==> src/hw/rtl/mple_pkg.sv <==
// ----------------------------------------------------------------------------
// mple_pkg: shared types and codes of the masked password line editor
// Key codes, result kinds and the control word that drives each storage cell.
// ----------------------------------------------------------------------------
package mple_pkg;

   // Width of one incoming key code and of one stored character.
   localparam int KEY_W  = 16;
   localparam int CHAR_W = 7;
   localparam int KIND_W = 3;

   typedef logic [KEY_W-1:0]  key_type;
   typedef logic [CHAR_W-1:0] char_type;
   typedef logic [KIND_W-1:0] kind_type;

   // Key codes that the editor reacts to.
   localparam key_type KEY_NUL         = 16'd0;
   localparam key_type KEY_EOT         = 16'd3;
   localparam key_type KEY_BS          = 16'd8;
   localparam key_type KEY_ENTER       = 16'd13;
   localparam key_type KEY_ESC         = 16'd27;
   localparam key_type KEY_FIRST_PRINT = 16'd32;
   localparam key_type KEY_LAST_PRINT  = 16'd126;

   // Result kinds.
   localparam kind_type KIND_STAR  = 3'd0;
   localparam kind_type KIND_ERASE = 3'd1;
   localparam kind_type KIND_CHAR  = 3'd2;
   localparam kind_type KIND_END   = 3'd3;
   localparam kind_type KIND_ABORT = 3'd4;

   // Control word broadcast to every cell of the character chain.
   typedef struct packed {
      logic shift;
      logic load;
   } cell_ctl_type;

endpackage

==> src/hw/rtl/masked_password_line_editor.sv <==
// One key word is taken per accepted request. Printable keys, backspace,
// end-of-text, key 0 and ignored keys start no sequence. After enter the
// editor sends one word per stored character, then the line-end word; after
// escape it sends one erase echo per stored character. The stored line is a
// chain of cells that moves one character per cycle, unless the response
// side stalls, toward the single output register, and the erase echoes leave
// through that register one per cycle under the same condition. No clearing
// pass is needed after reset.
// ----------------------------------------------------------------------------
// masked_password_line_editor: hidden line editor with masked echo
// Edits a line held in a chain of character cells and returns echo, line
// and abort words on the response channel.
// ----------------------------------------------------------------------------
module masked_password_line_editor #(
   parameter int CAPACITY = 32
) (
   input  logic                 clock,
   input  logic                 reset,
   input  logic                 req_valid,
   output logic                 req_stall,
   input  mple_pkg::key_type    req_key_code,
   output logic                 rsp_valid,
   input  logic                 rsp_stall,
   output mple_pkg::kind_type   rsp_kind,
   output mple_pkg::char_type   rsp_char_value,
   output logic                 rsp_last
);
   import mple_pkg::*;

   localparam int DEPTH = CAPACITY - 1;
   localparam int CNT_W = $clog2(CAPACITY);
   localparam logic [CNT_W-1:0] DEPTH_C = CNT_W'(DEPTH);
   localparam logic [CNT_W-1:0] ONE_C   = CNT_W'(1);

   localparam logic [1:0] ST_IDLE  = 2'd0;
   localparam logic [1:0] ST_EMIT  = 2'd1;
   localparam logic [1:0] ST_ERASE = 2'd2;

   logic [1:0]       state_ff, state_in;
   logic [CNT_W-1:0] count_ff, count_in;
   logic [CNT_W-1:0] rem_ff, rem_in;
   logic             skip_ff, skip_in;

   logic             rsp_valid_ff, rsp_valid_in;
   kind_type         rsp_kind_ff, rsp_kind_in;
   char_type         rsp_char_ff, rsp_char_in;
   logic             rsp_last_ff, rsp_last_in;

   logic             out_free;
   logic             out_load;
   logic             req_accept;
   logic             is_print;
   cell_ctl_type     cell_ctl;
   char_type         cell_value [DEPTH];

   // The chain of character cells; cell 0 is the oldest character.
   for (genvar g = 0; g < DEPTH; g++) begin : g_cell
      char_type shift_src;
      if (g == DEPTH - 1) begin : g_top
         assign shift_src = '0;
      end else begin : g_mid
         assign shift_src = cell_value[g+1];
      end
      mple_cell #(
         .ADDR_W (CNT_W),
         .INDEX  (g)
      ) u_cell (
         .clock     (clock),
         .ctl       (cell_ctl),
         .load_addr (count_ff),
         .load_data (req_key_code[CHAR_W-1:0]),
         .shift_in  (shift_src),
         .value     (cell_value[g])
      );
   end

   // Handshake: the output register is free when empty or being taken.
   assign out_free   = !rsp_valid_ff || !rsp_stall;
   assign req_stall  = (state_ff != ST_IDLE) || !out_free;
   assign req_accept = req_valid && !req_stall;
   assign is_print   = (req_key_code >= KEY_FIRST_PRINT) &&
                       (req_key_code <= KEY_LAST_PRINT);

   // Key decoding and the sequencer for multi-word responses.
   always_comb begin
      state_in       = state_ff;
      count_in       = count_ff;
      rem_in         = rem_ff;
      skip_in        = skip_ff;
      out_load       = 1'b0;
      rsp_kind_in    = rsp_kind_ff;
      rsp_char_in    = rsp_char_ff;
      rsp_last_in    = rsp_last_ff;
      cell_ctl.shift = 1'b0;
      cell_ctl.load  = 1'b0;

      case (state_ff)
         ST_IDLE: begin
            if (req_accept) begin
               if (skip_ff) begin
                  skip_in = 1'b0;
               end else if (req_key_code == KEY_ENTER) begin
                  state_in = ST_EMIT;
                  rem_in   = count_ff;
               end else if ((req_key_code == KEY_BS) && (count_ff != '0)) begin
                  count_in    = count_ff - ONE_C;
                  out_load    = 1'b1;
                  rsp_kind_in = KIND_ERASE;
                  rsp_char_in = '0;
                  rsp_last_in = 1'b1;
               end else if (req_key_code == KEY_ESC) begin
                  if (count_ff != '0) begin
                     state_in = ST_ERASE;
                     rem_in   = count_ff;
                     count_in = '0;
                  end
               end else if (req_key_code == KEY_EOT) begin
                  count_in    = '0;
                  out_load    = 1'b1;
                  rsp_kind_in = KIND_ABORT;
                  rsp_char_in = '0;
                  rsp_last_in = 1'b1;
               end else if (req_key_code == KEY_NUL) begin
                  skip_in = 1'b1;
               end else if (is_print && (count_ff < DEPTH_C)) begin
                  cell_ctl.load = 1'b1;
                  count_in      = count_ff + ONE_C;
                  out_load      = 1'b1;
                  rsp_kind_in   = KIND_STAR;
                  rsp_char_in   = '0;
                  rsp_last_in   = 1'b1;
               end
            end
         end
         ST_EMIT: begin
            // Stream the line out of cell 0, then close it with a line end.
            if (out_free) begin
               out_load = 1'b1;
               if (rem_ff != '0) begin
                  cell_ctl.shift = 1'b1;
                  rem_in         = rem_ff - ONE_C;
                  rsp_kind_in    = KIND_CHAR;
                  rsp_char_in    = cell_value[0];
                  rsp_last_in    = 1'b0;
               end else begin
                  count_in    = '0;
                  state_in    = ST_IDLE;
                  rsp_kind_in = KIND_END;
                  rsp_char_in = '0;
                  rsp_last_in = 1'b1;
               end
            end
         end
         ST_ERASE: begin
            // One erase echo per character that was on the line.
            if (out_free) begin
               out_load    = 1'b1;
               rem_in      = rem_ff - ONE_C;
               rsp_kind_in = KIND_ERASE;
               rsp_char_in = '0;
               rsp_last_in = (rem_ff == ONE_C);
               if (rem_ff == ONE_C) begin
                  state_in = ST_IDLE;
               end
            end
         end
         default: begin
            state_in = ST_IDLE;
         end
      endcase

      if (out_load) begin
         rsp_valid_in = 1'b1;
      end else if (!rsp_stall) begin
         rsp_valid_in = 1'b0;
      end else begin
         rsp_valid_in = rsp_valid_ff;
      end
   end

   // Control state.
   always_ff @(posedge clock) begin
      if (reset) begin
         state_ff     <= ST_IDLE;
         count_ff     <= '0;
         rem_ff       <= '0;
         skip_ff      <= 1'b0;
         rsp_valid_ff <= 1'b0;
      end else begin
         state_ff     <= state_in;
         count_ff     <= count_in;
         rem_ff       <= rem_in;
         skip_ff      <= skip_in;
         rsp_valid_ff <= rsp_valid_in;
      end
   end

   // Response payload register.
   always_ff @(posedge clock) begin
      rsp_kind_ff <= rsp_kind_in;
      rsp_char_ff <= rsp_char_in;
      rsp_last_ff <= rsp_last_in;
   end

   assign rsp_valid      = rsp_valid_ff;
   assign rsp_kind       = rsp_kind_ff;
   assign rsp_char_value = rsp_char_ff;
   assign rsp_last       = rsp_last_ff;

`ifndef SYNTHESIS
   a_count_bound: assert property (@(posedge clock) disable iff (reset)
      count_ff <= DEPTH_C)
      else $error("Character count exceeds the line depth.");

   a_busy_stalls: assert property (@(posedge clock) disable iff (reset)
      (state_ff != ST_IDLE) |-> req_stall)
      else $error("Request taken while a response sequence is running.");

   a_erase_cleared: assert property (@(posedge clock) disable iff (reset)
      (state_ff == ST_ERASE) |-> ((count_ff == '0) && (rem_ff != '0)))
      else $error("Erase sequence with a live line or no erases left.");

   a_emit_rem: assert property (@(posedge clock) disable iff (reset)
      (state_ff == ST_EMIT) |-> (rem_ff <= count_ff))
      else $error("Line output runs past the stored characters.");

   a_char_only: assert property (@(posedge clock) disable iff (reset)
      (rsp_valid_ff && (rsp_kind_ff != KIND_CHAR)) |-> (rsp_char_ff == '0))
      else $error("Character value set on a word that carries no character.");
`endif

endmodule

==> src/hw/rtl/mple_cell.sv <==
// ----------------------------------------------------------------------------
// mple_cell: one character cell of the line chain
// Holds one stored character. It loads a new key when the write address
// matches its own position and takes its upper neighbor's character on a shift.
// ----------------------------------------------------------------------------
module mple_cell #(
   parameter int ADDR_W = 5,
   parameter int INDEX  = 0
) (
   input  logic                  clock,
   input  mple_pkg::cell_ctl_type ctl,
   input  logic [ADDR_W-1:0]     load_addr,
   input  mple_pkg::char_type    load_data,
   input  mple_pkg::char_type    shift_in,
   output mple_pkg::char_type    value
);
   import mple_pkg::*;

   localparam logic [ADDR_W-1:0] MY_ADDR = ADDR_W'(INDEX);

   char_type value_ff;
   char_type value_in;

   // A shift moves the chain down by one cell; a load writes this cell only.
   always_comb begin
      value_in = value_ff;
      if (ctl.shift) begin
         value_in = shift_in;
      end else if (ctl.load && (load_addr == MY_ADDR)) begin
         value_in = load_data;
      end
   end

   // Character storage needs no reset.
   always_ff @(posedge clock) begin
      value_ff <= value_in;
   end

   assign value = value_ff;

endmodule
==> config.mk <==
export PLATFORM = sky130hd
export DESIGN_NAME = masked_password_line_editor
export DESIGN_NICKNAME = d
export VERILOG_FILES = /design/src/hw/rtl/mple_pkg.sv /design/src/hw/rtl/masked_password_line_editor.sv /design/src/hw/rtl/mple_cell.sv
export SDC_FILE = /design/constraint.sdc
export NUM_CORES = 1
export LEC_CHECK = 0
export BUFFER_PORTS_ARGS = -buffer_cell sky130_fd_sc_hd__buf_2
export CAP_MARGIN = 20
export CORE_ASPECT_RATIO = 1.75
export CORE_MARGIN = 10
export CORE_UTILIZATION = 50
export DETAILED_ROUTE_END_ITERATION = 10
export GPL_TIMING_DRIVEN = 0
export PLACE_DENSITY = 0.66
export SLEW_MARGIN = 20
export SYNTH_ARGS = -nofsm -noshare
export SYNTH_HDL_FRONTEND = slang
export SYNTH_SLANG_ARGS = --single-unit
==> constraint.sdc <==
create_clock -name clock -period 3.55 [get_ports clock]
set_clock_uncertainty 0.05 [all_clocks]
set_input_delay 0.355 -clock clock [delete_from_list [all_inputs] [get_ports clock]]
set_output_delay 0.355 -clock clock [all_outputs]
set_load 0.05 [all_outputs]
==> results, run 1 <==
- The mean number of vias per cell is 6.265.
- The HPWL after detailed placement is 20210 µm.
- Of all nets on the critical path, the largest fanout is 10.
- For the worst-skew pair, the clock arrives at the later sink with an insertion delay of 0.53 ns.
- Across the run, the number of max-cap violations was 0.
- Global routing used 20.71% of the available tracks across all layers.
- The first detailed-routing pass took 6 iterations.
- After detailed routing, the average wire length per cell comes to 26.05 µm.
- Summing over every cut layer, the via total after detailed routing is 6741.
- The post-layout total power is 5.807 mW.
- The floorplan die height is 211.2 µm.
- The category of the worst setup path capture point is a flip-flop.
- The violation count after the first detailed-routing iteration is 547.
- The number of global-route vias before repair came to 7155.
- TritonCTS built the clock tree.
- The mean area per synthesized cell is 13.82 µm².
- The number of antenna violations at the first check in global routing is 0.
- The share of synthesized area in the top cell type comes to 63.52%.
- From left edge to right edge, the die measures 129.3 µm.
- In this run the power density over the cells is 497.1 nW/µm².
- Setup violations remaining at the end of the flow were counted as 0.
- The dominant cell type by area after synthesis is sky130_fd_sc_hd__edfxtp_1.
- The worst hold path passes through 2 cells.
- When the netlist entered floorplanning its net count stood at 788.
- The synthesized cell area is 10450 µm².
- The number of nets with antenna violations after detailed routing is 0.
- At the end of the flow the core is filled with cells to 57.09%.
- The number of different library cells used by synthesis comes to 58.
- Counting flops with a built-in enable in the synthesized netlist gives 221.
- The total DRC errors in the routed layout is 0.
- The flow ran to the end, and the final reports show no timing, DRC or antenna violations.
- The synthesized design contains 242 register bits.
- Setup repair after global routing left no endpoint under its margin.
- The worst setup path is launched from a flip-flop.
- The relative slew slack is 32.75%.
- The final antenna diode count is 0.
- The top flip-flop cell by instance count after synthesis is sky130_fd_sc_hd__edfxtp_1.
- The final layout contains routed wiring with a total length of 28030 µm.
- The part of the cycle the worst path needs is 95.75%.
- The highest attainable clock frequency is 294.2 MHz.
- The starting utilization of the core area is 51.06%.
- Global routing finished with a remaining overflow of 0.
- The buffer cell driving the clock tree root is sky130_fd_sc_hd__clkbuf_16.
- The layout cell share with drive strength beyond 1 is 10.63%.
- Buffers placed on the I/O ports in this run total 30.
- The count of cells along the worst register-to-register path is 9.
- The total negative slack for setup checks is 0 ns.
- The area growth from synthesis to layout is 11.81%.
- IR analysis of the VDD net gives a maximum drop of 0.0003663 V.
- The share of synthesized flip-flops with an asynchronous set or reset is 0%.
- Buffers added to address setup during post-CTS repair amount to 0.
- The number of failing hold endpoints at the final stage is 0.
- For the worst setup path, the data arrival time is 3.52 ns.
- The routed design could run at a clock period as short as 3.399 ns.
- The final number of max-transition violations was 0.
- The cell count after synthesis is 756.
- The quantity of gates resized following cts is 0.
- The maximum buffer depth of the clock tree is 3.
- During synthesis, Yosys emitted a total of 0 warnings.
- The first-pass GRT wire length is 42580 µm.
- The total clock buffers created by CTS is 22.
- At the worst endpoint, the required time is 3.67 ns.
- The count of nets after finishing is 845.
- The floorplan step defined a core boundary enclosing 20460 µm².
- In this run the worst hold path is classified as primary input to flip-flop.
- The slew at the pin closest to its max-slew limit is 1.002 ns.
- The number of rows created at floorplan is 69.
- The largest net degree at the start of global routing is 17.
- Sorting the synthesized cells by area gives the leading types as sky130_fd_sc_hd__edfxtp_1, sky130_fd_sc_hd__a21o_1, sky130_fd_sc_hd__dfxtp_1.
- The startpoint-to-endpoint class of the critical path is flip-flop to flip-flop.
- The total die area is 27310 µm².
- The number of levels the H-tree was split into is 1.
- The static leakage power is 4.776 nW.
- The clock edge transition at the registers on the reported setup and hold paths is 0.07 ns.
- The final weighted congestion of routability-driven global placement is 0.9548.
- The number of clock sinks is 242.
- The count of boundary I/O pins is 33.
- After synthesis, flip-flops and latches occupy 67.54% of the total area.
- Buffers inserted to repair hold after CTS numbered 0.
==> cells by family (layout without fill, tap and decap cells) <==
family          count (synthesis)  count (layout)  share of synthesized area (%)
compound gates                289             289                          20.04
flops                         242             242                          67.54
simple gates                  130             130                          7.318
buf+inv                        72             144                          2.611
fa+ha+maj                      12              12                          1.437
mux                            10              10                         0.9701
xor+xnor                        1               1                        0.08385
==> registers in the layout (all words and copies together), names as in the netlist <==
name and flops:
rsp_last 1, rsp_valid 1, skip_ff 1, state_ff 2, rsp_char_value 7, rem_ff 5, count_ff 5, g_cell.u_cell.value 217
rsp_kind 3
==> worst max-delay path, stage by stage, from the launching register on <==
cell and delay, ns:
sky130_fd_sc_hd__dfxtp_1 0.40, sky130_fd_sc_hd__inv_1 0.09, sky130_fd_sc_hd__ha_1 0.26, sky130_fd_sc_hd__nor4b_2 0.20
sky130_fd_sc_hd__nor2b_1 0.21, sky130_fd_sc_hd__and2_1 0.16, sky130_fd_sc_hd__clkbuf_1 0.40, sky130_fd_sc_hd__clkbuf_1 0.54
sky130_fd_sc_hd__clkbuf_2 0.40, sky130_fd_sc_hd__a21o_1 0.35
==> where the power goes <==
part           total [mW]  switching, mW  internal, mW
clock                2.48           1.05          1.43
sequential           3.10      0.0000624          3.10
combinational       0.225          0.135        0.0902
total                5.81           1.18          4.63
==> layer usage <==
layer | up-vias | routed length (µm) | track usage [%]
met4 | 0 | 1597 | 12.52
met2 | 274 | 14890 | 37.08
met1 | 3385 | 10050 | 22.64
met3 | 89 | 1494 | 2.563
li1 | 2993 | - | -
met5 | - | 0 | 0
==> cells in the final DEF, fill, tap and decap left out, types with 15 or more instances in the layout <==
cell                        instances
sky130_fd_sc_hd__a21o_1           219
sky130_fd_sc_hd__clkbuf_16         22
sky130_fd_sc_hd__and2_1            15
sky130_fd_sc_hd__dfxtp_1           21
sky130_fd_sc_hd__edfxtp_1         221
sky130_fd_sc_hd__o21ai_1           21
sky130_fd_sc_hd__nand2_1           27
sky130_fd_sc_hd__nor2_1            22
sky130_fd_sc_hd__clkbuf_1          58
sky130_fd_sc_hd__buf_2             35
==> per-stage QoR <==
stage	cells	cell area [µm²]	setup slack [ns]	hold WS [ns]
after global routing	1076	11680	0.03576	0.06132
after floorplan	756	10450	0.6612	0.3837
after CTS	1076	11670	0.004355	0.04094
final	1076	11680	0.1510	0.05474
after detailed placement	1037	10920	-0.1291	0.4045
after global placement	1034	10910	-0.2219	0.3978
==> final cells by class <==
class                      instances  area [µm²]
multi-input combinational        442        3124
fill                            1619        8780
clock inverter                    15       190.2
timing repair buffer              33       165.2
sequential                       242        7057
tap                              248       310.3
inverter                          10       37.54
buffer                            62       239.0
clock buffer                      24       558.0
==> Yosys cell counts (all sizes together), types with 8 or more instances <==
cell,n
edfxtp,221
a21o,219
clkbuf,59
o21ai,28
nand2,27
nor2,22
dfxtp,21
and2,15
a21oi,13
ha,12
inv,10
mux2i,9
nand3,8
==> final timing paths <==
kind	startpoint	endpoint	slack, ns
max reg2reg	rem_ff[0]	g_cell[21].u_cell.value[0]	0.15
min	reset	rsp_valid	0.05
min reg2reg	skip_ff	skip_ff	0.41
max	rem_ff[0]	g_cell[21].u_cell.value[0]	0.15
Power figures use the tool's default switching activity.
==> run 2: changes to the inputs <==
CORE_UTILIZATION = 60   (was 50)
PLACE_DENSITY = 0.77   (was 0.66)
==> results, run 2 (synthesis results as in run 1) <==
- The number of clock sinks is 242 (unchanged).
- The category of the worst setup path capture point is a flip-flop (unchanged).
- The launching instance or port of the critical path was rem_ff[0] (unchanged).
- The slowest cell on the critical path is sky130_fd_sc_hd__clkbuf_1 (unchanged).
- The instance count after placement with tap cells included is 1015 (was 1037).
- The number of nets with antenna violations after detailed routing was 0 (unchanged).
- The minimum setup slack in the final design was 0.3156 ns (was 0.1510 ns).
- The switching power summed over all nets is 1.161 mW (was 1.182 mW).
- The storage element area is 7057 µm² (unchanged).
- The number of fill cells is 1303 (was 1619).
- The data required time at the worst endpoint was 3.86 ns (was 3.67 ns).
- The cell-internal power is 4.383 mW (was 4.625 mW).
- The relative slew slack is 40.06% (was 32.75%).
- Cell chain of the critical path: inv_1, ha_1, nor4b_2, nor2b_1, clkbuf_1, nand2_1, clkbuf_1, and2_1, clkbuf_1, a21o_1 (was inv_1, ha_1, nor4b_2, nor2b_1, and2_1, clkbuf_1, clkbuf_1, clkbuf_2, a21o_1).
- Outcome: finished, final reports clean (unchanged).
- The part of the cycle the worst path needs is 91.11% (was 95.75%).
- The overall die width came to 119.8 µm (was 129.3 µm).
- The number of antenna violations at the first check in global routing came to 0 (unchanged).
- The register-to-register path setup slack came to 0.32 ns (was 0.15 ns).
- The count of cells along the worst register-to-register path is 10 (was 9).
- The cell type group with the largest total delay on the critical path is buffers and inverters (unchanged).
- The fraction of power consumed by the clock network is 40.2% (was 42.7%).
- The maximum buffer depth of the clock tree is 3 (unchanged).
- The kind of start point of the critical path is a flip-flop (unchanged).
- The violation count after the first detailed-routing iteration is 540 (was 547).
- The most common cell after layout, fill and taps aside is sky130_fd_sc_hd__edfxtp_1 (unchanged).
- The path type of the worst min-delay path is primary input to flip-flop (unchanged).
- The final weighted congestion of routability-driven global placement is 0.9057 (was 0.9548).
- The worst vdd rail ir drop is 0.0003884 V (was 0.0003663 V).
- The clock edge transition at the registers on the reported setup and hold paths was 0.08 ns (was 0.07 ns).
- The layout cell share with drive strength beyond 1 came to 10.52% (was 10.63%).
- The total core area is 17030 µm² (was 20460 µm²).
- The startpoint-to-endpoint class of the critical path is flip-flop to flip-flop (unchanged).
- The floorplan die height is 194.6 µm (was 211.2 µm).
- The instance area after placement is 10890 µm² (was 10920 µm²).
- The relative contribution of combinational cells to total power was 3.9% (about the same).
- The core occupancy in the finished layout was 67.91% (was 57.09%).
- The number of buffer cells added on primary ports is 30 (unchanged).
- The fraction of power consumed by sequential logic is 55.9% (was 53.4%).
- The most repeated library cell on the critical path is sky130_fd_sc_hd__clkbuf_1 (unchanged).
- The number of flip-flops in the largest register is 217 (unchanged).
- The number of levels the H-tree was split into came to 1 (unchanged).
- The number of buffers and inverters on the critical path is 4 (unchanged).
- The final non-filler cell total was 1054 (was 1076).
- The total DRC errors in the routed layout is 0 (unchanged).
- The buffer cell driving the clock tree root was sky130_fd_sc_hd__clkbuf_16 (unchanged).
- The total power divided by cell area is 479.5 nW/µm² (was 497.1 nW/µm²).
- The total die area came to 23300 µm² (was 27310 µm²).
- The total clock buffers created by CTS came to 21 (was 22).
- The area of the multi-input gates was 3124 µm² (unchanged).
- The highest attainable clock frequency is 309.2 MHz (was 294.2 MHz).
- The post-layout total power is 5.544 mW (was 5.807 mW).
- The leftover overflow at the end of global routing is 0 (unchanged).
- The sink of the worst hold path is rsp_valid (unchanged).
- The end of the worst register-to-register path is g_cell[10].u_cell.value[3] (was g_cell[21].u_cell.value[0]).
- Setup repair after global routing missed its margin: no (unchanged).
- The switching share of total power was 20.94% (was 20.35%).
- The number of global-route vias before repair is 6982 (was 7155).
- The overall routed net length is 25470 µm (was 28030 µm).
- The static leakage power is 4.730 nW (was 4.776 nW).
- The half-perimeter wire length after placement is 18070 µm (was 20210 µm).
- The worst-case setup slack after placement came to -0.1211 ns (was -0.1291 ns).
- The combined global-route utilization of all metal layers is 21.71% (was 20.71%).
- The final antenna diode count came to 0 (unchanged).
- The layout overhead on the synthesized area is 10.67% (was 11.81%).
- The top fanout value on the critical path is 10 (unchanged).
- The worst-skew pair later-pin latency is 0.51 ns (was 0.53 ns).
- The via count of the routed design is 6746 (was 6741).
- The count of endpoints failing setup in the final report came to 0 (unchanged).
- The count of nets after finishing was 844 (was 845).
- The startpoint of the lowest-slack hold path was reset (unchanged).
- Most used cells in the layout excluding fill and tap cells: sky130_fd_sc_hd__edfxtp_1, sky130_fd_sc_hd__a21o_1, sky130_fd_sc_hd__clkbuf_1, sky130_fd_sc_hd__buf_2, sky130_fd_sc_hd__nand2_1 (unchanged).
- The tightest hold margin is 0.04007 ns (was 0.05474 ns).
- The worst hold path cell count is 2 (unchanged).
- The number of failing hold endpoints at the final stage came to 0 (unchanged).
- The endpoint arrival time on the critical path is 3.55 ns (was 3.52 ns).
- The final number of max-transition violations is 0 (unchanged).
- The slew at the pin closest to its max-slew limit is 0.8932 ns (was 1.002 ns).
- The final design instance area without fill is 11560 µm² (was 11680 µm²).
- The max-capacitance violation count is 0 (unchanged).
- The mean number of vias per cell was 6.400 (was 6.265).
- The reg-to-reg startpoint is rem_ff[0] (unchanged).
- The biggest cell delay along the critical path was 0.68 ns (was 0.54 ns).
- The minimum period implied by the final worst setup slack is 3.234 ns (was 3.399 ns).
- The TritonCTS clock tree is built (unchanged).
- The count of boundary I/O pins is 33 (unchanged).
- The total negative slack for setup checks was 0 ns (unchanged).
- The number of rows created at floorplan was 63 (was 69).
- The starting utilization of the core area is 61.36% (was 51.06%).
- The first-pass GRT wire length was 39630 µm (was 42580 µm).
- The final routed wire length divided by cell count was 24.16 µm (was 26.05 µm).
- The largest net degree at the start of global routing was 18 (was 17).
- The buffer count from post-CTS setup fixing is 0 (unchanged).
- The detailed-routing iteration count for the pre-antenna-repair pass is 5 (was 6).
==> run 2: changes by cell type in the layout (fill, tap and decap cells not counted), sizes merged <==
| cell | before | now |
|---|---|---|
| clkbuf | 83 | 89 |
| clkinv | 10 | 4 |
| clkinvlp | 1 | 2 |
| buf | 36 | 35 |
| bufinv | 4 | 0 |
| inv | 10 | 13 |
==> run 2: layout make-up <==
cell class	count	area share, %
timing repair buffer	33	1.428
clock inverter	9	0.5194
multi-input combinational	442	27.02
inverter	10	0.3246
tap	227	2.456
clock buffer	29	5.162
buffer	62	2.056
sequential	242	61.03
==> run 2: power by group through the flow <==
| stage | Combinational [mW] | Sequential, mW | Clock (mW) |
|---|---|---|---|
| after floorplan | 0.133 | 3.16 | 0 |
| after global routing | 0.230 | 3.10 | 2.36 |
| after global placement | 0.200 | 3.16 | 0 |
| after CTS | 0.211 | 3.10 | 2.25 |
| after detailed placement | 0.209 | 3.16 | 0 |
| final | 0.213 | 3.10 | 2.23 |
==> run 2: what timing repair did <==
action	4_1_cts	5_1_grt
gates resized for setup	1	7
endpoints found under the setup margin	42	38
cloned	0	0
hold buffers	0	0
==> run 2: metal layers <==
metal / up-vias / wire [µm] / global-route usage, %
met5: - / 0 / 0
met4: 0 / 1007 / 9.213
met3: 71 / 1755 / 2.815
met2: 309 / 13510 / 39.21
met1: 3390 / 9192 / 24.93
li1: 2976 / - / -
==> run 2: worst max path at each step <==
stage	to	slack, ns	cells after the start
after CTS	g_cell[17].u_cell.value[2]	0.09	9
after global placement	g_cell[13].u_cell.value[0]	-0.19	8
after global routing	g_cell[10].u_cell.value[3]	0.02	10
after detailed placement	g_cell[25].u_cell.value[6]	-0.12	8
final	g_cell[10].u_cell.value[3]	0.32	10
after floorplan	g_cell[14].u_cell.value[0]	0.66	7
